[src/design/lkf_pkg.sv]
`default_nettype none
// ----------------------------------------------------------------------------
// lkf_pkg
// Shared types and constants for the windowed Lucas-Kanade flow solver.
// ----------------------------------------------------------------------------
package lkf_pkg;

  localparam int GX_W    = 15;
  localparam int GT_W    = 13;
  localparam int FLOW_W  = 24;
  localparam int SQ_W    = 36;
  localparam int TX_W    = 35;
  localparam int OP_W    = 37;
  localparam int MAG_W   = 36;
  localparam int PROD_W  = 74;
  localparam int DM_W    = 73;
  localparam int DVD_W   = 88;
  localparam int NPROD   = 6;
  localparam int IDX_W   = 3;
  localparam int MCNT_W  = 6;
  localparam int DCNT_W  = 7;
  localparam int QDEPTH  = 2;
  localparam int QPTR_W  = 1;
  localparam int QCNT_W  = 2;

  localparam logic [MCNT_W-1:0] MUL_LAST = MCNT_W'(MAG_W - 1);
  localparam logic [DCNT_W-1:0] DIV_LAST = DCNT_W'(DVD_W - 1);
  localparam logic [IDX_W-1:0]  IDX_LAST = IDX_W'(NPROD - 1);

  localparam logic [FLOW_W-1:0] FLOW_POS_LIM = 24'h7FFFFF;
  localparam logic [FLOW_W-1:0] FLOW_NEG_LIM = 24'h800000;

  typedef struct packed {
    logic [SQ_W-1:0] xx;
    logic [SQ_W-1:0] xy;
    logic [SQ_W-1:0] yy;
    logic [TX_W-1:0] xt;
    logic [TX_W-1:0] yt;
  } sums_t;

  typedef enum logic [2:0] {
    S_IDLE,
    S_LOAD,
    S_MUL,
    S_COMB,
    S_SCALE,
    S_DIV,
    S_EMIT
  } solve_state_t;

endpackage
`default_nettype wire

[src/design/lkf_front.sv]
`default_nettype none
// ----------------------------------------------------------------------------
// lkf_front
// Gradient products and the five window sums; pushes sums at window end.
// ----------------------------------------------------------------------------
module lkf_front (
  input  wire logic                              clk,
  input  wire logic                              rst,
  input  wire logic                              in_valid,
  output logic                                   in_ready,
  input  wire logic signed [lkf_pkg::GX_W-1:0]   grad_x,
  input  wire logic signed [lkf_pkg::GX_W-1:0]   grad_y,
  input  wire logic signed [lkf_pkg::GT_W-1:0]   grad_t,
  input  wire logic                              window_end,
  input  wire logic [lkf_pkg::QCNT_W-1:0]        q_level,
  output logic                                   push,
  output lkf_pkg::sums_t                         push_data
);

  logic                      st_valid;
  logic                      st_last;
  logic signed [29:0]        pxx, pxy, pyy;
  logic signed [27:0]        pxt, pyt;
  lkf_pkg::sums_t            sums;
  lkf_pkg::sums_t            sums_next;
  logic [lkf_pkg::QCNT_W:0]  committed;
  logic                      accept;

  assign committed = {1'b0, q_level} + {{lkf_pkg::QCNT_W{1'b0}}, st_valid & st_last};
  assign in_ready  = committed < (lkf_pkg::QCNT_W+1)'(lkf_pkg::QDEPTH);
  assign accept    = in_valid & in_ready;

  always_ff @(posedge clk) begin
    if (rst) begin
      st_valid <= 1'b0;
      st_last  <= 1'b0;
    end else begin
      st_valid <= accept;
      st_last  <= accept & window_end;
    end
  end

  always_ff @(posedge clk) begin
    if (accept) begin
      pxx <= grad_x * grad_x;
      pxy <= grad_x * grad_y;
      pyy <= grad_y * grad_y;
      pxt <= grad_x * grad_t;
      pyt <= grad_y * grad_t;
    end
  end

  always_comb begin
    sums_next.xx = sums.xx + {{6{pxx[29]}}, pxx};
    sums_next.xy = sums.xy + {{6{pxy[29]}}, pxy};
    sums_next.yy = sums.yy + {{6{pyy[29]}}, pyy};
    sums_next.xt = sums.xt + {{7{pxt[27]}}, pxt};
    sums_next.yt = sums.yt + {{7{pyt[27]}}, pyt};
  end

  always_ff @(posedge clk) begin
    if (rst) begin
      sums <= '0;
    end else if (st_valid) begin
      sums <= st_last ? '0 : sums_next;
    end
  end

  assign push      = st_valid & st_last;
  assign push_data = sums_next;

endmodule
`default_nettype wire

[config.mk]
export PLATFORM = sky130hd
export DESIGN_NAME = lkf_front
export DESIGN_NICKNAME = d
export VERILOG_FILES = /design/src/design/lkf_pkg.sv /design/src/design/lkf_front.sv
export SDC_FILE = /design/constraint.sdc
export NUM_CORES = 2
export LEC_CHECK = 0
export BUFFER_PORTS_ARGS = -buffer_cell sky130_fd_sc_hd__clkbuf_2
export CAP_MARGIN = 0
export CORE_MARGIN = 2
export CORE_UTILIZATION = 55
export DETAILED_ROUTE_END_ITERATION = 6
export GPL_TIMING_DRIVEN = 0
export PLACE_DENSITY = 0.72
export RECOVER_POWER = 25
export SYNTH_ARGS = -nofsm -noshare
export SYNTH_HDL_FRONTEND = slang
export SYNTH_SLANG_ARGS = --single-unit
[constraint.sdc]
create_clock -name clk -period 12 [get_ports clk]
set_input_delay 2.4 -clock clk [delete_from_list [all_inputs] [get_ports clk]]
set_output_delay 2.4 -clock clk [all_outputs]
set_load 0.01 [all_outputs]
==> impl_metrics.json <==
{
  "core_area_um2": 103200,
  "yosysUniqueCellTypes": 87,
  "required_ns": 12.16,
  "via_per_inst": 5.613,
  "grt_usage": 0.3117,
  "ys_seq_area_frac": 0.1391,
  "cts_tree": "yes",
  "synthesis.nets": 7827,
  "crit_buf_inv": 6,
  "synth.area.top_cells": "fa_1 35%, ha_1 13%, inv_1 8.3%, edfxtp_1 7.6%, dfxtp_1 6.3%",
  "ff2ff_setup_slack_ns": 4.99,
  "clk_latency_ns": 0.59,
  "synth_top_cell_area_share": 0.3459,
  "cts_setup_buffers": 0,
  "slew_headroom": -2.665,
  "synth_cells": 6214,
  "wl_per_cell_um": 20.72,
  "path_class": "primary input to register",
  "hold_start": "sums[142]",
  "firstDrtPassIters": 7,
  "worstHoldEndpoint": "sums[142]",
  "cpPeakStageDelay_ns": 1.22,
  "violations": "max-capacitance violations, max-slew violations",
  "cts_made_buffers": 39,
  "root_buffer": "clkbuf_16",
  "area_delta_synth_final_pct": 7.335,
  "num_rows": 118,
  "async_reset_ff_frac": 0,
  "drt_wl_total_um": 163500,
  "whs_path_depth": 2,
  "synthFlopType": "dfxtp_1",
  "clock_path_buffers": 3,
  "tns_ns": 0,
  "cts_sinks": 324,
  "synth_edf_count": 144,
  "num_vias": 44290,
  "synth.avg_cell_area_um2": 9.174,
  "postRouteAntennaNets": 0,
  "cts_resized": 0,
  "status": "complete, but fails checks",
  "grt_max_degree": 98,
  "die_x_um": 325.9,
  "die_h_um": 325.9,
  "cp_max_fo": 10,
  "r2r_start": "st_last",
  "hold_viol": 0,
  "finClkSkew_ns": 0.02277,
  "worstHoldPathType": "register to register",
  "nets": 8079,
  "path_clk_slew_ns": 0.06,
  "rsz0062_at_grt": "false",
  "crit_slowest_cell": "a21boi_0",
  "cp_common_cell": "fa_1",
  "dp.final_hpwl_um": 131700,
  "cp_top_family": "adder cells",
  "yosysWarnings": 0,
  "ioPinCount": 229,
  "setup_violations": 0,
  "max_cap_viol_count": 3,
  "htree_levels": 2,
  "dr.first_iter.drc_count": 3910,
  "first_global_vias": 44070,
  "gp_congestion": 0.9703,
  "syn_area_um2": 57010,
  "drive_gt1_frac": 0.04988,
  "drcViolationCount": 0,
  "yosysTopAreaCell": "fa_1",
  "cp-start-kind": "primary input",
  "maxSlewViolCount": 149,
  "worst_pin_slew_ns": 5.498,
  "ys_ff_latch": 324,
  "path_cells": "clkbuf_2 -> clkbuf_1 -> buf_1 -> nand2_1 -> inv_1 -> fa_1 -> fa_1 -> fa_1 -> fa_1 -> fa_1 -> inv_1 -> fa_1 -> inv_1 -> ha_1 -> a21o_1 -> a21oi_1 -> nor3b_1 -> o311ai_1 -> nand3_1 -> nand2b_1 -> o31ai_1 -> a21boi_0",
  "hold_buffers": 0,
  "fmax_ghz": 0.08934,
  "post-route-period-util": 0.9328,
  "io_buffer_count": 210,
  "crit_arrival_ns": 11.35,
  "grt_overflow": 0,
  "antenna_found_initial": 20,
  "finalCriticalPeriod_ns": 11.19,
  "dieArea_um2": 106200,
  "start_util": 0.5524,
  "r2r_cells": 5,
  "r2r-end": "pxx[28]",
  "cp-end-kind": "register",
  "grt_pass1_wl_um": 253200
}
[metal layers]
metal / wire length, um / part of all wire / track usage
met5: 205 / 0.0013 / 0.003993
met4: 6513 / 0.040 / 0.1100
met2: 72310 / 0.44 / 0.4765
met3: 17970 / 0.11 / 0.08653
met1: 66470 / 0.41 / 0.4264
[state kept, by name, indices dropped and copies added (netlist names)]
register	count
pyy	29
sums	178
pyt	28
pxy	30
pxx	29
pxt	28
st_valid	1
st_last	1
[cells in the final DEF (no fill, tap or decap), drive strengths merged, types with 116 or more instances in the layout]
| cell type | netlist | layout |
|---|---|---|
| a21o | 126 | 126 |
| a21oi | 365 | 365 |
| and2 | 324 | 324 |
| clkbuf | 218 | 474 |
| dfxtp | 180 | 180 |
| edfxtp | 144 | 144 |
| fa | 985 | 985 |
| ha | 579 | 579 |
| inv | 1263 | 1264 |
| nand2 | 535 | 535 |
| nor2 | 354 | 354 |
| nor2b | 150 | 150 |
| o21ai | 116 | 116 |
| xnor2 | 242 | 242 |
[cell usage after synthesis (all sizes together), types with 5 or more instances]
cell type and number:
a31oi 29, or3 11, clkinv 7, a21oi 365, nor4 5, buf 12
edfxtp 144, a21boi 11, xor2 75, nand2b 46, nand3b 5, nor2 354
a21o 126, nor2b 150, o21a 43, o21ai 116, a2111oi 10, or2 8
dfxtp 180, a211o 5, nand3 45, a22o 50, and4 7, and3 31
o21bai 47, o41ai 6, o31ai 14, o211a 5, nor3 38, o31a 5
clkbuf 218, inv 1263, fa 985, and2 324, o211ai 12, ha 579
xnor2 242, nand2 535, nand4 14, a211oi 24, a31o 13, a221oi 6
[cell families (layout without fill, tap and decap cells)]
group,Yosys count,after routing,synth area share
AOI/OAI and AO/OA,921,921,0.1057
xor gates and xnor gates,317,317,0.04883
adders and majority gates,1564,1564,0.4730
buffers and inverters,1500,1782,0.09879
DFF,324,324,0.1391
muxes,5,5,0.0008999
other,0,14,0
and+or+nand+nor,1583,1583,0.1338
[worst reg2reg max path, delay by kind of cell (launching register included)]
family / cells / cell delay (ns)
AO/OA/AOI/OAI: 1 / 0.19
buffers and inverters: 2 / 5.26
flip-flops: 1 / 0.45
AND/OR/NAND/NOR: 2 / 0.42
[area by class of cell]
class,count,area (um^2)
Fill cell,9114,42010
Multi-Input combinational cell,4390,43430
Inverter,1270,4768
Timing Repair Buffer,211,1051
Antenna cell,14,35.03
Sequential cell,324,7928
Clock buffer,45,1050
Tap cell,1380,1727
Clock inverter,26,335.3
Buffer,230,864.6
[metrics by stage]
step	instance area, um^2	instances	hold slack (ns)	worst slack, ns	util
after floorplan	57010	6214	0.4498	3.225	-
after detailed placement	59820	7805	0.4655	0.8428	0.5796
after CTS	61200	7876	0.4749	1.359	0.5930
after global placement	59780	7804	0.4599	1.077	0.5793
final	61190	7890	0.4778	0.8066	0.5929
after global routing	61160	7879	0.4906	0.8492	0.5926
[worst max path at each step]
stage                     startpoint       to  slack, ns  depth (start not counted)
final                     grad_x[14]  pxy[27]       0.81                         22
after global routing      grad_x[14]  pxy[27]       0.85                         22
after CTS                 grad_x[14]  pxy[27]       1.36                         22
after detailed placement  grad_x[14]  pxy[27]       0.84                         22
after global placement    grad_x[14]  pxy[27]       1.08                         22
after floorplan            grad_y[1]  pxy[28]       3.22                         26
Power is not shown: default switching activity piles up to over one toggle a cycle in this logic, so the estimate is an artifact.
