[src/design/lkf_pkg.sv]
`default_nettype none
// ----------------------------------------------------------------------------
// lkf_pkg
// Shared types and constants for the windowed Lucas-Kanade flow solver.
// ----------------------------------------------------------------------------
package lkf_pkg;

  localparam int GX_W    = 15;
  localparam int GT_W    = 13;
  localparam int FLOW_W  = 24;
  localparam int SQ_W    = 36;
  localparam int TX_W    = 35;
  localparam int OP_W    = 37;
  localparam int MAG_W   = 36;
  localparam int PROD_W  = 74;
  localparam int DM_W    = 73;
  localparam int DVD_W   = 88;
  localparam int NPROD   = 6;
  localparam int IDX_W   = 3;
  localparam int MCNT_W  = 6;
  localparam int DCNT_W  = 7;
  localparam int QDEPTH  = 2;
  localparam int QPTR_W  = 1;
  localparam int QCNT_W  = 2;

  localparam logic [MCNT_W-1:0] MUL_LAST = MCNT_W'(MAG_W - 1);
  localparam logic [DCNT_W-1:0] DIV_LAST = DCNT_W'(DVD_W - 1);
  localparam logic [IDX_W-1:0]  IDX_LAST = IDX_W'(NPROD - 1);

  localparam logic [FLOW_W-1:0] FLOW_POS_LIM = 24'h7FFFFF;
  localparam logic [FLOW_W-1:0] FLOW_NEG_LIM = 24'h800000;

  typedef struct packed {
    logic [SQ_W-1:0] xx;
    logic [SQ_W-1:0] xy;
    logic [SQ_W-1:0] yy;
    logic [TX_W-1:0] xt;
    logic [TX_W-1:0] yt;
  } sums_t;

  typedef enum logic [2:0] {
    S_IDLE,
    S_LOAD,
    S_MUL,
    S_COMB,
    S_SCALE,
    S_DIV,
    S_EMIT
  } solve_state_t;

endpackage
`default_nettype wire

[src/design/lkf_queue.sv]
`default_nettype none
// ----------------------------------------------------------------------------
// lkf_queue
// Two-entry queue of window sums between accumulation and solve.
// ----------------------------------------------------------------------------
module lkf_queue (
  input  wire logic                        clk,
  input  wire logic                        rst,
  input  wire logic                        push,
  input  wire lkf_pkg::sums_t              push_data,
  input  wire logic                        pop,
  output logic                             valid,
  output lkf_pkg::sums_t                   data,
  output logic [lkf_pkg::QCNT_W-1:0]       level
);

  lkf_pkg::sums_t               mem [lkf_pkg::QDEPTH];
  logic [lkf_pkg::QPTR_W-1:0]   wptr;
  logic [lkf_pkg::QPTR_W-1:0]   rptr;

  always_ff @(posedge clk) begin
    if (push) begin
      mem[wptr] <= push_data;
    end
  end

  always_ff @(posedge clk) begin
    if (rst) begin
      wptr  <= '0;
      rptr  <= '0;
      level <= '0;
    end else begin
      if (push) wptr <= wptr + 1'b1;
      if (pop)  rptr <= rptr + 1'b1;
      level <= level + lkf_pkg::QCNT_W'(push) - lkf_pkg::QCNT_W'(pop);
    end
  end

  assign valid = level != '0;
  assign data  = mem[rptr];

endmodule
`default_nettype wire

[config.mk]
export PLATFORM = sky130hd
export DESIGN_NAME = lkf_queue
export DESIGN_NICKNAME = d
export VERILOG_FILES = /design/src/design/lkf_pkg.sv /design/src/design/lkf_queue.sv
export SDC_FILE = /design/constraint.sdc
export NUM_CORES = 1
export LEC_CHECK = 0
export BUFFER_PORTS_ARGS = -buffer_cell sky130_fd_sc_hd__buf_2
export CORE_ASPECT_RATIO = 0.75
export CORE_MARGIN = 5
export CORE_UTILIZATION = 47
export DETAILED_ROUTE_END_ITERATION = 7
export GPL_TIMING_DRIVEN = 0
export HOLD_SLACK_MARGIN = 0.15
export PLACE_DENSITY = 0.73
export REMOVE_ABC_BUFFERS = 1
export SYNTH_ARGS = -nofsm -noshare
export SYNTH_HDL_FRONTEND = slang
export SYNTH_SLANG_ARGS = --single-unit
[constraint.sdc]
create_clock -name clk -period 8.24 [get_ports clk]
set_clock_uncertainty 0.05 [all_clocks]
set_input_delay 0.412 -clock clk [delete_from_list [all_inputs] [get_ports clk]]
set_output_delay 0.412 -clock clk [all_outputs]
set_load 0.02 [all_outputs]
==> results.py, run 1 <==
metrics = {
    "floorplanning": {
        "rows": 53,
        "dieArea_um2": 32200,
        "core_area_um2": 28120,
        "initial_core_util_pct": 47.94,
        "die_w_um": 205.6,
        "pin_count": 363,
        "die_h_um": 156.7,
    },
    "worst_setup_path": {
        "cpMaxStageDelayCell": "dfxtp_4",
        "crit_top_cell": "buf_16",
        "crit_fanout": 49,
        "crit_type": "register to primary output",
        "critPathLaunchType": "register",
        "critical_path_buf_inv_count": 3,
        "path_cells": "buf_16 -> buf_16 -> mux2_2 -> buf_2",
        "slowest_delay_ps": 790,
        "r2r_slack_ps": 5850,
        "required_ps": 7780,
        "critPathCaptureType": "primary output",
        "cp.arrival_ps": 2560,
        "cp_top_family": "buffers and inverters",
    },
    "timing": {
        "min_period_ps": 3026,
        "slew_violations": 0,
        "finalHoldViolCount": 0,
        "worst_pin_slew_ps": 737.0,
        "tns_ps": 0,
        "slew-limit-headroom_pct": 50.76,
        "setup_violations": 0,
        "finalCritPeriodShare_pct": 36.72,
        "whs_ps": 536.4,
        "rsz0062_at_grt": "false",
        "fmaxAchievable_mhz": 330.5,
    },
    "hold_path": {
        "hold_path_class": "register to register",
    },
    "pwr": {
        "p_per_area_nw_per_um2": 231.9,
        "ir_worst_vdd_mv": 0.2185,
        "finalPower_mw": 4.352,
        "power.leakage_nw": 7.323,
    },
    "status": {
        "outcome": "finished, final reports clean",
    },
    "cts": {
        "cts.path.max_buffers": 3,
        "clock_tree.root_cell": "clkbuf_16",
        "cts.sinks": 361,
        "cts.clk_slew.worst_paths_ps": 60,
        "clk_latency_ps": 500,
        "cts_tree": "done",
        "cts_htree_levels": 2,
        "numCtsBuffers": 36,
        "cts_post_setup_buffers_inserted": 0,
    },
    "flow_run": {
        "drv_cap": 0,
    },
    "detailed_routing": {
        "first_pass_iters": 4,
        "vias_per_cell": 4.851,
        "antenna_left": 0,
        "drt-total-wl_mm": 32.75,
        "via_count": 7568,
        "drt_first_iter_violations": 386,
        "route.detailed.drc": 0,
        "wire_per_inst_um": 20.99,
    },
    "final_layout": {
        "post-route-util_pct": 66.75,
        "syn_to_final_growth_pct": 39.23,
        "drive_above_1_share_pct": 51.75,
        "nNetsFinal": 1332,
        "stdcell_count": 1560,
    },
    "placement": {
        "place.port_buffers": 362,
        "dp.cells": 1313,
        "place_congestion": 0.7387,
        "dp_hpwl_mm": 19.63,
    },
    "synth": {
        "netlist.area_leader.share_pct": 79.30,
        "synth_cell_types": 14,
        "postSynthAreaPerCell_um2": 23.49,
        "yosysWarningCount": 0,
        "synth_top_area_cell": "edfxtp_1",
        "synth_seq_cells": 361,
        "synth_cells": 574,
        "synth-seq-area-share_pct": 80.04,
        "synth.area.top_cells": "edfxtp_1 79%, mux2_4 11%, mux2_2 6.4%, buf_6 1.3%, dfxtp_1 0.74%",
        "syn_area_um2": 13480,
    },
    "global_routing": {
        "grt_pass1_vias": 8316,
        "grt_max_degree": 66,
        "grt_antenna_before_repair": 2,
        "grt_overflow": 0,
        "global_route.usage.total_pct": 19.73,
        "grt_pass1_wl_mm": 48.39,
    },
}
-- tightest hold or removal path: cells and delay by family (launching register included) --
family                    cells  cell delay (ps)
DFF                           1              330
and+or+nand+nor               1              110
xor gates and xnor gates      1              110
-- final timing paths --
path                  from         end  cells past startpoint
setup / recovery  register   data[176]                      4
hold / removal        rptr        rptr                      2
setup reg to reg      wptr  mem[0][79]                      5
hold reg to reg       rptr        rptr                      2
-- per-layer routing --
| layer | global-route usage (%) | vias up | part of all wire (%) | routed length [µm] |
|---|---|---|---|---|
| li1 | - | 3431 | - | - |
| met1 | 23.40 | 3727 | 37 | 12140 |
| met2 | 34.23 | 357 | 50 | 16430 |
| met3 | 7.064 | 53 | 11 | 3447 |
| met4 | 5.674 | 0 | 2.3 | 741 |
| met5 | 0 | - | 0 | 0 |
-- registers in the layout, summed over array words and instances (netlist names), named ones only --
signal and count:
level 2, rptr 1, wptr 1, mem 356
-- area by class of cell --
class	count	area, µm²
Fill cell	1831	9348
Clock inverter	19	111.4
Tap cell	385	481.7
Multi-Input combinational cell	191	2499
Inverter	2	7.507
Antenna cell	2	5.005
Timing Repair Buffer	556	3919
Clock buffer	44	952.2
Sequential cell	361	10790
-- power breakdown --
part / switching [mW] / internal, mW / total, mW
Clock: 0.676 / 0.829 / 1.50
Sequential: 0.0394 / 2.14 / 2.18
Combinational: 0.352 / 0.311 / 0.663
Total: 1.07 / 3.28 / 4.35
-- cell usage in the layout, fill, tap and decap left out, types with 2 or more instances in the layout --
cell type,instances
buf_12,6
buf_16,6
buf_2,362
clkbuf_1,7
clkbuf_16,37
clkinv_1,5
clkinv_2,7
clkinv_4,2
clkinvlp_4,3
dfxtp_1,4
diode_2,2
dlygate4sd3_1,182
edfxtp_1,356
ha_1,2
inv_1,2
inv_6,2
mux2_2,77
mux2_4,101
nor2_1,4
xnor2_1,2
-- per-stage QoR --
step / area (µm²) / worst slack [ps]
after floorplan: 13290 / -731.4
after global placement: 15580 / -5537
after detailed placement: 15880 / 5657
after CTS: 18760 / 5174
after global routing: 18770 / 5098
final: 18770 / 5214
-- cell families (layout without fill, tap and decap cells) --
| logic type | Yosys count | count (layout) | synth area share, % |
|---|---|---|---|
| DFF | 361 | 361 | 80.04 |
| other | 0 | 2 | 0 |
| and+or+nand+nor | 8 | 8 | 0.2970 |
| muxes | 178 | 178 | 17.68 |
| xor gates and xnor gates | 3 | 3 | 0.2970 |
| adders and majority gates | 2 | 2 | 0.1856 |
| buffers and inverters | 22 | 621 | 1.494 |
-- synth_stat cells --
library cell / number
buf_2: 5
ha_1: 2
edfxtp_1: 356
dfxtp_1: 5
nor2_1: 4
xnor2_1: 2
nor2b_1: 2
and2_1: 1
mux2_2: 77
or2_2: 1
inv_1: 2
mux2_4: 101
xnor3_1: 1
buf_6: 15
-- timing repair --
item,4_1_cts,5_1_grt
hold buffers,182,0
gates resized for setup,0,0
hold endpoints to repair,361,0
Power figures use the tool's default switching activity.
==> run 2, diff against run 1 <==
--- a/config.mk
+++ b/config.mk
@@ -8,11 +8,11 @@
 export BUFFER_PORTS_ARGS = -buffer_cell sky130_fd_sc_hd__buf_2
 export CORE_ASPECT_RATIO = 0.75
 export CORE_MARGIN = 5
-export CORE_UTILIZATION = 47
+export CORE_UTILIZATION = 52
 export DETAILED_ROUTE_END_ITERATION = 7
 export GPL_TIMING_DRIVEN = 0
 export HOLD_SLACK_MARGIN = 0.15
-export PLACE_DENSITY = 0.73
+export PLACE_DENSITY = 0.77
 export REMOVE_ABC_BUFFERS = 1
 export SYNTH_ARGS = -nofsm -noshare
 export SYNTH_HDL_FRONTEND = slang
==> constraint.sdc (replaced) <==
create_clock -name clk -period 3.1 [get_ports clk]
set_clock_uncertainty 0.05 [all_clocks]
set_input_delay 0.155 -clock clk [delete_from_list [all_inputs] [get_ports clk]]
set_output_delay 0.155 -clock clk [all_outputs]
set_load 0.02 [all_outputs]
==> results.py, run 2 (synthesis gave the netlist of run 1 again) <==
metrics = {
    "pwr": {
        "combPwrFrac_pct": 14.9,
        "p_clk_share_pct": 36.1,
        "switchingPower_mw": 2.774,
        "ir_worst_vdd_mv": 0.6032,
        "cellInternalPower_mw": 9.083,
        "power.leakage_nw": 7.380,
        "seq_power_share_pct": 49.0,
        "p_per_area_nw_per_um2": 630.1,
        "sw_frac_of_total_pct": 23.39,
    },
    "hold_path": {
        "hold_path_class": "primary input to register",
    },
    "timing": {
        "tns_ps": 0,
        "finalCritPeriodShare_pct": 93.52,
        "finalHoldViolCount": 0,
        "fmaxAchievable_mhz": 344.9,
        "worst_pin_slew_ps": 623.5,
        "min_period_ps": 2899,
        "slew-limit-headroom_pct": 58.44,
        "rsz0062_at_grt": "false",
        "slew_violations": 0,
        "whs_ps": 323.4,
        "setup_violations": 0,
        "setup_ws_ps": 200.8,
    },
    "global_routing": {
        "grt_antenna_before_repair": 0,
        "grt-busiest-layer": "met2",
        "use_met1_pct": 25.16,
        "grt_pass1_wl_mm": 48.93,
        "grtUsageMet3_pct": 7.855,
        "use_met2_pct": 38.59,
        "grt_pass1_vias": 8491,
        "global_route.usage.total_pct": 21.70,
        "grt_overflow": 0,
        "grt_max_degree": 57,
    },
    "worst_setup_path": {
        "cp.arrival_ps": 2690,
        "critical_path_buf_inv_count": 4,
        "crit_fanout": 41,
        "crit_top_cell": "buf_16",
        "required_ps": 2890,
        "cpMaxStageDelayCell": "dfxtp_4",
        "critPathCaptureType": "primary output",
        "cp_top_family": "buffers and inverters",
        "slowest_delay_ps": 760,
        "path_cells": "buf_16 -> buf_12 -> buf_16 -> mux2_2 -> buf_2",
        "critPathLaunchType": "register",
        "crit_type": "register to primary output",
    },
    "final_layout": {
        "post-route-util_pct": 73.00,
        "final_cell_mix": "362 x buf_2, 356 x edfxtp_1, 182 x dlygate4sd3_1",
        "final_common_cell": "buf_2",
        "syn_to_final_growth_pct": 39.59,
        "fill_cells": 1464,
        "nNetsFinal": 1333,
        "drive_above_1_share_pct": 51.70,
        "reg_top3": "mem (356), level (2)",
        "diodes": 0,
        "fin_area_um2": 18820,
        "regMostFlops": "mem",
        "largest_register_ffs": 356,
    },
    "flow_run": {
        "drv_cap": 0,
    },
    "placement": {
        "place_ws_ps": 693.5,
        "placed_cell_area_um2": 15840,
        "dp_hpwl_mm": 19.73,
        "place.port_buffers": 362,
        "place_congestion": 0.7593,
    },
    "cts": {
        "cts_post_setup_buffers_inserted": 0,
        "numCtsBuffers": 36,
        "cts_htree_levels": 2,
        "cts.path.max_buffers": 3,
        "cts.sinks": 361,
        "cts_tree": "done",
        "clk_latency_ps": 500,
        "clock_tree.root_cell": "clkbuf_16",
        "cts.clk_slew.worst_paths_ps": 70,
    },
    "detailed_routing": {
        "vias_per_cell": 5.005,
        "drt-total-wl_mm": 32.30,
        "route.detailed.drc": 0,
        "first_pass_iters": 7,
        "wire_per_inst_um": 21.28,
        "drt_first_iter_violations": 453,
        "antenna_left": 0,
        "via_count": 7598,
    },
    "floorplanning": {
        "pin_count": 363,
        "core_area_um2": 25780,
        "dieArea_um2": 29280,
        "initial_core_util_pct": 52.29,
        "rows": 51,
        "die_w_um": 195.9,
        "die_h_um": 149.4,
    },
    "status": {
        "outcome": "finished, final reports clean",
    },
}
[run 2: cell count changes in the layout (fill, tap and decap cells not counted), sizes merged]
cell	delta
clkinvlp	-3
buf	+1
diode	-2
clkinv	-4
bufinv	+4
clkbuf	+3
[run 2: layout make-up]
cell class                 instances  area, µm²  area share, %
inverter                           2      7.507        0.03989
clock inverter                    16      182.7         0.9707
multi-input combinational        191       2499          13.28
clock buffer                      47      973.4          5.173
timing repair buffer             557       3931          20.89
sequential                       361      10790          57.36
tap                              344      430.4          2.287
[run 2: metrics by stage]
step                total power, mW  cells
floorplan                     7.007    554
global placement              7.665   1260
detailed placement            7.458   1273
CTS                           11.87   1518
global route                  12.28   1518
finish                        11.86   1518
[run 2: final timing paths]
kind,start,endpoint,slack (ps),cells past startpoint
max,register,data[175],200,5
min,push_data[37],mem[1][37],320,2
max reg2reg,wptr,mem[1][96],1000,3
min reg2reg,rptr,rptr,500,2
[run 2: power groups by stage]
| stage | clock (mW) | combinational, mW | sequential [mW] |
|---|---|---|---|
| 2_1_floorplan | 0 | 0.993 | 6.01 |
| 3_3_place_gp | 0 | 1.57 | 6.09 |
| 3_5_place_dp | 0 | 1.56 | 5.90 |
| 4_1_cts | 4.32 | 1.76 | 5.80 |
| 5_1_grt | 4.58 | 1.87 | 5.83 |
| 6_report | 4.28 | 1.77 | 5.81 |
[run 2: layer usage]
metal	up-vias	routed length, µm
li1	3437	-
met4	0	797
met2	403	16390
met1	3692	11660
met5	-	0
met3	66	3449
[run 2: what timing repair did]
action / 4_1_cts / 5_1_grt
hold buffers: 182 / 0
hold endpoints to repair: 369 / 0
endpoints found under the setup margin: 0 / 0
gates resized for setup: 0 / 0
