## src/design/lkf_pkg.sv

```systemverilog
`default_nettype none
// ----------------------------------------------------------------------------
// lkf_pkg
// Shared types and constants for the windowed Lucas-Kanade flow solver.
// ----------------------------------------------------------------------------
package lkf_pkg;

  localparam int GX_W    = 15;
  localparam int GT_W    = 13;
  localparam int FLOW_W  = 24;
  localparam int SQ_W    = 36;
  localparam int TX_W    = 35;
  localparam int OP_W    = 37;
  localparam int MAG_W   = 36;
  localparam int PROD_W  = 74;
  localparam int DM_W    = 73;
  localparam int DVD_W   = 88;
  localparam int NPROD   = 6;
  localparam int IDX_W   = 3;
  localparam int MCNT_W  = 6;
  localparam int DCNT_W  = 7;
  localparam int QDEPTH  = 2;
  localparam int QPTR_W  = 1;
  localparam int QCNT_W  = 2;

  localparam logic [MCNT_W-1:0] MUL_LAST = MCNT_W'(MAG_W - 1);
  localparam logic [DCNT_W-1:0] DIV_LAST = DCNT_W'(DVD_W - 1);
  localparam logic [IDX_W-1:0]  IDX_LAST = IDX_W'(NPROD - 1);

  localparam logic [FLOW_W-1:0] FLOW_POS_LIM = 24'h7FFFFF;
  localparam logic [FLOW_W-1:0] FLOW_NEG_LIM = 24'h800000;

  typedef struct packed {
    logic [SQ_W-1:0] xx;
    logic [SQ_W-1:0] xy;
    logic [SQ_W-1:0] yy;
    logic [TX_W-1:0] xt;
    logic [TX_W-1:0] yt;
  } sums_t;

  typedef enum logic [2:0] {
    S_IDLE,
    S_LOAD,
    S_MUL,
    S_COMB,
    S_SCALE,
    S_DIV,
    S_EMIT
  } solve_state_t;

endpackage
`default_nettype wire

```

## src/design/lkf_solve.sv

```systemverilog
`default_nettype none
// ----------------------------------------------------------------------------
// lkf_solve
// Cramer's-rule solve: serial shift-add multiplier for the six products,
// restoring divider for both flow components, saturation and output register.
// ----------------------------------------------------------------------------
module lkf_solve (
  input  wire logic                              clk,
  input  wire logic                              rst,
  input  wire logic                              q_valid,
  input  wire lkf_pkg::sums_t                    q_data,
  output logic                                   q_pop,
  output logic                                   out_valid,
  input  wire logic                              out_ready,
  output logic signed [lkf_pkg::FLOW_W-1:0]      flow_x,
  output logic signed [lkf_pkg::FLOW_W-1:0]      flow_y,
  output logic                                   singular,
  output logic                                   saturated
);

  lkf_pkg::solve_state_t state, state_next;

  logic signed [lkf_pkg::OP_W-1:0]   ra, rb, rc, rd, re;
  logic signed [lkf_pkg::OP_W-1:0]   opa, opb, nega, negb;
  logic [lkf_pkg::MAG_W-1:0]         mag_a, mag_b;
  logic [lkf_pkg::IDX_W-1:0]         idx;

  logic [2*lkf_pkg::MAG_W-1:0]       mcand, acc, acc_next;
  logic [lkf_pkg::MAG_W-1:0]         mplier;
  logic                              msign;
  logic [lkf_pkg::MCNT_W-1:0]        mcnt;
  logic signed [lkf_pkg::PROD_W-1:0] sprod;
  logic signed [lkf_pkg::PROD_W-1:0] prod [lkf_pkg::NPROD];

  logic signed [lkf_pkg::PROD_W-1:0] det, nx, ny, num, det_abs, num_abs;
  logic [lkf_pkg::DM_W-1:0]          dm, nm;
  logic                              dneg;
  logic                              comp;
  logic                              fneg;
  logic [lkf_pkg::DVD_W-1:0]         scaled, dvd, quo, q_fin;
  logic [lkf_pkg::DM_W:0]            rem, rsh;
  logic                              ge;
  logic [lkf_pkg::DCNT_W-1:0]        dcnt;
  logic [lkf_pkg::FLOW_W-1:0]        lim, mag24, val24;
  logic                              over;
  logic                              mul_done, div_done;

  // operand select
  always_comb begin
    case (idx)
      3'd0:    begin opa = ra; opb = rc; end
      3'd1:    begin opa = rb; opb = rb; end
      3'd2:    begin opa = rc; opb = rd; end
      3'd3:    begin opa = rb; opb = re; end
      3'd4:    begin opa = ra; opb = re; end
      3'd5:    begin opa = rb; opb = rd; end
      default: begin opa = ra; opb = rc; end
    endcase
    nega  = -opa;
    negb  = -opb;
    mag_a = opa[lkf_pkg::OP_W-1] ? nega[lkf_pkg::MAG_W-1:0] : opa[lkf_pkg::MAG_W-1:0];
    mag_b = opb[lkf_pkg::OP_W-1] ? negb[lkf_pkg::MAG_W-1:0] : opb[lkf_pkg::MAG_W-1:0];
  end

  assign acc_next = acc + (mplier[0] ? mcand : '0);
  assign sprod    = msign ? -$signed({2'b00, acc_next}) : $signed({2'b00, acc_next});
  assign mul_done = mcnt == lkf_pkg::MUL_LAST;

  assign det     = prod[0] - prod[1];
  assign nx      = prod[2] - prod[3];
  assign ny      = prod[4] - prod[5];
  assign det_abs = det[lkf_pkg::PROD_W-1] ? -det : det;
  assign num     = comp ? ny : nx;
  assign num_abs = num[lkf_pkg::PROD_W-1] ? -num : num;
  assign nm      = num_abs[lkf_pkg::DM_W-1:0];
  // times 25600
  assign scaled  = ({15'd0, nm} << 14) + ({15'd0, nm} << 13) + ({15'd0, nm} << 10);

  assign rsh      = {rem[lkf_pkg::DM_W-1:0], dvd[lkf_pkg::DVD_W-1]};
  assign ge       = rsh >= {1'b0, dm};
  assign q_fin    = {quo[lkf_pkg::DVD_W-2:0], ge};
  assign div_done = dcnt == lkf_pkg::DIV_LAST;
  assign lim      = fneg ? lkf_pkg::FLOW_NEG_LIM : lkf_pkg::FLOW_POS_LIM;
  assign over     = q_fin > {64'd0, lim};
  assign mag24    = over ? lim : q_fin[lkf_pkg::FLOW_W-1:0];
  assign val24    = fneg ? -mag24 : mag24;

  always_ff @(posedge clk) begin
    if (rst) state <= lkf_pkg::S_IDLE;
    else     state <= state_next;
  end

  always_comb begin
    state_next = state;
    case (state)
      lkf_pkg::S_IDLE:  if (q_valid) state_next = lkf_pkg::S_LOAD;
      lkf_pkg::S_LOAD:  state_next = lkf_pkg::S_MUL;
      lkf_pkg::S_MUL: begin
        if (mul_done) state_next = (idx == lkf_pkg::IDX_LAST) ? lkf_pkg::S_COMB : lkf_pkg::S_LOAD;
      end
      lkf_pkg::S_COMB:  state_next = (det == '0) ? lkf_pkg::S_EMIT : lkf_pkg::S_SCALE;
      lkf_pkg::S_SCALE: state_next = lkf_pkg::S_DIV;
      lkf_pkg::S_DIV: begin
        if (div_done) state_next = comp ? lkf_pkg::S_EMIT : lkf_pkg::S_SCALE;
      end
      lkf_pkg::S_EMIT:  if (out_ready) state_next = lkf_pkg::S_IDLE;
      default:          state_next = lkf_pkg::S_IDLE;
    endcase
  end

  always_comb begin
    q_pop     = (state == lkf_pkg::S_IDLE) & q_valid;
    out_valid = state == lkf_pkg::S_EMIT;
  end

  always_ff @(posedge clk) begin
    case (state)
      lkf_pkg::S_IDLE: begin
        ra  <= {1'b0, q_data.xx};
        rb  <= {q_data.xy[lkf_pkg::SQ_W-1], q_data.xy};
        rc  <= {1'b0, q_data.yy};
        rd  <= {{2{q_data.xt[lkf_pkg::TX_W-1]}}, q_data.xt};
        re  <= {{2{q_data.yt[lkf_pkg::TX_W-1]}}, q_data.yt};
        idx <= '0;
      end
      lkf_pkg::S_LOAD: begin
        mcand  <= {{lkf_pkg::MAG_W{1'b0}}, mag_b};
        mplier <= mag_a;
        acc    <= '0;
        msign  <= opa[lkf_pkg::OP_W-1] ^ opb[lkf_pkg::OP_W-1];
        mcnt   <= '0;
      end
      lkf_pkg::S_MUL: begin
        acc    <= acc_next;
        mcand  <= mcand << 1;
        mplier <= mplier >> 1;
        mcnt   <= mcnt + 1'b1;
        if (mul_done) begin
          prod[idx] <= sprod;
          idx       <= idx + 1'b1;
        end
      end
      lkf_pkg::S_COMB: begin
        dm        <= det_abs[lkf_pkg::DM_W-1:0];
        dneg      <= det[lkf_pkg::PROD_W-1];
        comp      <= 1'b0;
        saturated <= 1'b0;
        singular  <= det == '0;
        if (det == '0) begin
          flow_x <= '0;
          flow_y <= '0;
        end
      end
      lkf_pkg::S_SCALE: begin
        dvd  <= scaled;
        rem  <= '0;
        quo  <= '0;
        dcnt <= '0;
        fneg <= num[lkf_pkg::PROD_W-1] == dneg;
      end
      lkf_pkg::S_DIV: begin
        rem  <= ge ? rsh - {1'b0, dm} : rsh;
        dvd  <= dvd << 1;
        quo  <= q_fin;
        dcnt <= dcnt + 1'b1;
        if (div_done) begin
          if (comp) flow_y <= val24;
          else      flow_x <= val24;
          saturated <= saturated | over;
          comp      <= 1'b1;
        end
      end
      default: begin
      end
    endcase
  end

endmodule
`default_nettype wire

```

## config.mk

```make
export PLATFORM = sky130hd
export DESIGN_NAME = lkf_solve
export DESIGN_NICKNAME = d
export VERILOG_FILES = /design/src/design/lkf_pkg.sv /design/src/design/lkf_solve.sv
export SDC_FILE = /design/constraint.sdc
export NUM_CORES = 2
export LEC_CHECK = 0
export BUFFER_PORTS_ARGS = -buffer_cell sky130_fd_sc_hd__clkbuf_2
export CORE_ASPECT_RATIO = 0.9
export CORE_UTILIZATION = 65
export CTS_CLUSTER_DIAMETER = 40
export DETAILED_ROUTE_END_ITERATION = 6
export HOLD_SLACK_MARGIN = 0.15
export PLACE_DENSITY = 0.79
export SYNTH_ARGS = -nofsm -noshare
export SYNTH_HDL_FRONTEND = slang
export SYNTH_SLANG_ARGS = --single-unit
export TNS_END_PERCENT = 30
```

## constraint.sdc

```tcl
create_clock -name clk -period 32.4 [get_ports clk]
set_clock_uncertainty 0.15 [all_clocks]
set_input_delay 0 -clock clk [delete_from_list [all_inputs] [get_ports clk]]
set_output_delay 0 -clock clk [all_outputs]
set_load 0.1 [all_outputs]
```

==> metrics.md, run 1 <==
| Metric | Value |
|---|---|
| Status | `did not finish` |
| Halt Stage | `global routing` |
| First error | `[ERROR GRT-0232] Routing congestion too high. Check the congestion heatmap in the GUI.` |
| Synthesized net count | `roughly 9300` |
| Multiplexer area fraction after synthesis | `0.01426` |
| XOR/XNOR share of the synthesized area | `0.06796` |
| Top post-synthesis cells by area | `edfxtp_1 (43%), ha_1 (7.7%), a21oi_1 (4.5%), xnor2_1 (3.7%), o21ai_0 (3.2%)` |
| Total track usage | `0.5073` |
| Gate Count Post-Synth | `approximately 8500` |
| Cell taking the most area after synthesis | `edfxtp_1` |
| Seq/Total Area, Yosys | `0.4318` |
| Gr ovfl total | `21` |
| Area share of and/or/nand/nor cells after synthesis | `0.1595` |
| PortBufs | `233` |
| Adder-cell share of the synthesized area | `0.08776` |
| Die X | `377.3 um` |
| Row count | `123` |
| Initial antenna violation count | `63` |
| Dpl cell area | `85170 um2` |
| H-tree depth reported by CTS | `4` |
| CTS Buffer Depth | `3` |
| RD Place Congestion | `1.036` |
| Synthesized area per cell | `9.645 um2` |
| Die height | `339.8 um` |
| Largest net degree at the start of global routing | `187` |
| Inserted Clock Buffers | `160` |
| Top_reg_cell synth | `edfxtp_1` |
| Starting Density | `0.6570` |
| Synthesis Warnings | `0` |
| Sink Count | `between 1000 and 1500` |
| Syn Std Cell Area | `82410 um2` |
| Cells after DPL | `10166` |
| CTS root buffer | `clkbuf_16` |
| Post-synth EDFFs | `~1200` |
| Synth unique cells | `106` |
| #FFs+latches synth | `approximately 1200` |
| Final HPWL from detailed placement | `185200 um` |
| Synth top area share | `0.4311` |
| Synth Area in Compound Gates | `0.1977` |
| Post-CTS setup buffers | `0` |
| Main combinational cell family by area after synthesis | `compound AO/OA/AOI/OAI gates` |
| Post-synthesis async set-or-reset flop share | `0` |
| IO Count | `234` |
==> routing by layer <==
layer / GRT overflow / global-route usage
met4: 7 / 0.2868
met2: 3 / 0.6691
met1: 1 / 0.6226
met3: 10 / 0.2936
met5: 0 / 0.2038
==> what timing repair did <==
action                                 in CTS
endpoints found under the hold margin     181
hold buffers                              361
gates resized for setup                     0
==> Yosys cell counts (all sizes together) (31+ instances only) <==
cell type,n
a21boi,34
xnor2,350
ha,506
a221oi,33
a211oi,86
nand2b,57
o21a,88
fa,45
o31ai,66
a22oi,31
nor2,703
inv,512
o211ai,59
nand4,150
clkbuf,307
a21o,261
edfxtp,1183
a21oi,747
mux2i,96
buf,66
a31oi,111
a221o,47
nor2b,81
o21ai,554
and3,155
o21bai,87
nor3,165
nand2,662
or3,75
and2,199
xor2,286
nand3,170
nor4,61
or2,38
==> metrics by stage <==
stage            util  setup slack, ps
3_3_place_gp   0.6790            22170
4_1_cts        0.7509            21970
3_5_place_dp   0.6790            22000
2_1_floorplan       -            17610
==> cells by family after synthesis <==
family | count (synthesis)
buffers and inverters | 888
multiplexers | 115
AND/OR/NAND/NOR | 2654
adder cells (fa/ha/maj) | 551
flip-flops | 1186
XOR/XNOR | 636
AO/OA/AOI/OAI | 2514
==> run 2, diff against run 1 <==
Settings changed: CORE_ASPECT_RATIO 0.9 to default, CORE_UTILIZATION 65 to 40, CTS_CLUSTER_DIAMETER 40 to default, HOLD_SLACK_MARGIN 0.15 to default, PLACE_DENSITY 0.79 to default, PLACE_DENSITY_LB_ADDON from default to 0.15.
==> metrics.md, run 2 <==
| Metric | Value |
|---|---|
| Status | `finished, violations left` |
| Failing checks | `DRC` |
| Post-synth top cells | `edfxtp_1 (1183), a21oi_1 (743), nor2_1 (703)` |
| Setup repair after global routing missed its margin | `false` |
| Initial antenna violation count | `14` |
| Cts hold-fix bufs | `361` |
| Fillers | `19064` |
| Final setup fails | `0` |
| WP data arrival | `11050 ps` |
| Final design utilization | `0.4656` |
| RD Place Congestion | `~0.97` |
| Critical path type | `register to register` |
| Final period util | `0.3297` |
| Die X | `455.9 um` |
| Core area | `204600 um2` |
| Synthesized net count | `around 9300` |
| Layout area overhead | `15.60%` |
| Multi-input logic area | `roughly 44000 um2` |
| CTS Buffer Depth | `3` |
| Row count | `166` |
| Actual slew at the worst max-slew pin | `around 1300 ps` |
| Synth unique cells | `~110` |
| Total routed wirelength | `265500 um` |
| Peak VDD IR | `0.00008831 V` |
| Total track usage | `0.2492` |
| FF-to-FF path depth | `34` |
| Max FFs per register | `444` |
| CTS tree | `yes` |
| Most frequent cell after synthesis | `edfxtp_1` |
| Hold Path Class | `input pin to register` |
| Post-synth EDFFs | `1183` |
| Final HPWL from detailed placement | `197500 um` |
| First-pass GRT wire length | `402800 um` |
| Synthesis Warnings | `0` |
| Slowest cell on crit path | `a311oi_1` |
| Inserted Clock Buffers | `143` |
| Critical Path End Type | `register` |
| DRT iter0 DRCs | `6241` |
| Most common cell after layout, fill and taps aside | `edfxtp_1` |
| Fin Hold WS | `268.5 ps` |
| Reg2reg start | `prod[4][6]` |
| Pwr dens | `98.33 nW/um2` |
| Sink Count | `about 1200` |
| Die height | `around 460 um` |
| FF+latch area | `35590 um2` |
| Syn Std Cell Area | `approximately 82000 um2` |
| Seq/Total Area, Yosys | `0.4318` |
| Top post-synthesis cells by area | `edfxtp_1 (43%), ha_1 (7.7%), a21oi_1 (4.5%), xnor2_1 (3.7%), o21ai_0 (3.2%)` |
| Vias in the first global route | `roughly 66000` |
| Largest registers | `prod x444, quo x87, dvd x78` |
| Largest net degree at the start of global routing | `165` |
| # resized after CTS | `0` |
| Lkg Pwr | `37.47 nW` |
| Final Max Slew Viols | `0` |
| Worst-Skew Late Latency | `830 ps` |
| Routed len/inst | `~22 um` |
| H-tree depth reported by CTS | `4` |
| Post-synthesis async set-or-reset flop share | `0` |
| DR vias/cell | `roughly 5.8` |
| Antenna viol nets, final | `0` |
| Cell taking the most area after synthesis | `edfxtp_1` |
| Top_reg_cell synth | `edfxtp_1` |
| Fraction of layout cells with a size suffix above 1 | `0.07957` |
| Hold EP | `rb[0]` |
| Hold depth | `3` |
| Setup crit start kind | `register` |
| CTS clk-pin slew, worst paths | `60 ps` |
| Synthesized area per cell | `9.645 um2` |
| CTS root buffer | `clkbuf_16` |
| Crit path required time | `32770 ps` |
| Crit Path Max Fanout | `32` |
| Reg with most FFs | `prod` |
| Vias post-DR | `between 60000 and 70000` |
| Residual DRC | `1` |
| Max Clk Rate | `between 0.09 and 0.1 GHz` |
| Hold wc startpoint | `q_data[106]` |
| Gr ovfl total | `0` |
| Starting Density | `0.4028` |
| Most frequent cells in the layout | `edfxtp_1 (1183), a21oi_1 (743), nor2_1 (701)` |
| IO Count | `roughly 230` |
| PortBufs | `233` |
| Area of the die | `approximately 210000 um2` |
| CP peak stage delay | `930 ps` |
| Post-CTS setup buffers | `0` |
| #FFs+latches synth | `roughly 1200` |
| R2R Path End | `dvd[84]` |
| First drt pass iteration count | `7` |
| Hold Fails Final Rpt | `0` |
| Max-cap violation count | `0` |
| Normalized max-slew margin | `0.1515` |
| Reg2reg setup slack | `around 22000 ps` |
| Setup TNS Final | `0 ps` |
| Synth top area share | `0.4311` |
| Gate Count Post-Synth | `8544` |
| Final min period | `around 11000 ps` |
| Final nets | `9727` |
-- run 2: cell counts after synthesis --
No cell type changed its count.
-- run 2: worst max path at each step --
stage,start,endpoint,depth (start not counted)
after floorplan,state[0],acc[0],3
after global placement,prod[4][6],dvd[84],34
after detailed placement,prod[4][6],dvd[84],34
after CTS,prod[4][6],dvd[84],34
after global routing,prod[2][8],dvd[84],35
final,prod[4][6],dvd[84],34
-- run 2: kinds of logic after synthesis --
| logic type | synth area share |
|---|---|
| xor gates and xnor gates | 0.06796 |
| and+or+nand+nor | 0.1595 |
| AOI/OAI and AO/OA | 0.1977 |
| adders and majority gates | 0.08776 |
| muxes | 0.01426 |
| buffers and inverters | 0.04109 |
| DFF | 0.4318 |
-- run 2: area by class of cell --
cell class / count / area share
timing repair buffer: 678 / 0.05692
sequential: 1186 / 0.3736
clock inverter: 99 / 0.01479
antenna: 10 / 0.0002627
tap: 2688 / 0.03530
multi-input combinational: 6470 / 0.4599
clock buffer: 163 / 0.03880
inverter: 515 / 0.02042
-- run 2: where the power goes --
group          internal [mW]  total, mW  switching, mW  leakage, nW
logic                   1.41       4.80           3.39         23.9
registers               2.64       2.81          0.174         11.1
clock network           1.05       1.76          0.707         2.46
-- run 2: metrics by stage --
stage,power (mW),instance area [um2],worst slack [ps],instances
2_1_floorplan,5.618,82410,17610,8544
3_3_place_gp,7.499,86520,21960,11176
3_5_place_dp,7.556,86520,21810,11176
4_1_cts,9.375,95240,21770,11799
5_1_grt,9.823,95260,21000,11806
6_report,9.368,95260,21720,11809
-- run 2: worst max-delay path, delay by kind of cell (launching register included) --
family / cells / cell delay [ps]
simple gates: 3 / 770
buf+inv: 5 / 790
xor+xnor: 2 / 590
flops: 1 / 360
fa+ha+maj: 4 / 1480
compound gates: 20 / 6160
-- run 2: metal layers --
layer  share of wire  routed length, um  GRT usage  vias to the layer above
met3           0.058              15310    0.02827                      398
met4           0.037               9758    0.08960                        2
li1                -                  -          -                    32701
met1            0.45             120600     0.3480                    33294
met2            0.45             119900     0.3976                     2187
met5        0.000075                 20          0                        -
(Power assumes the default switching activity.)
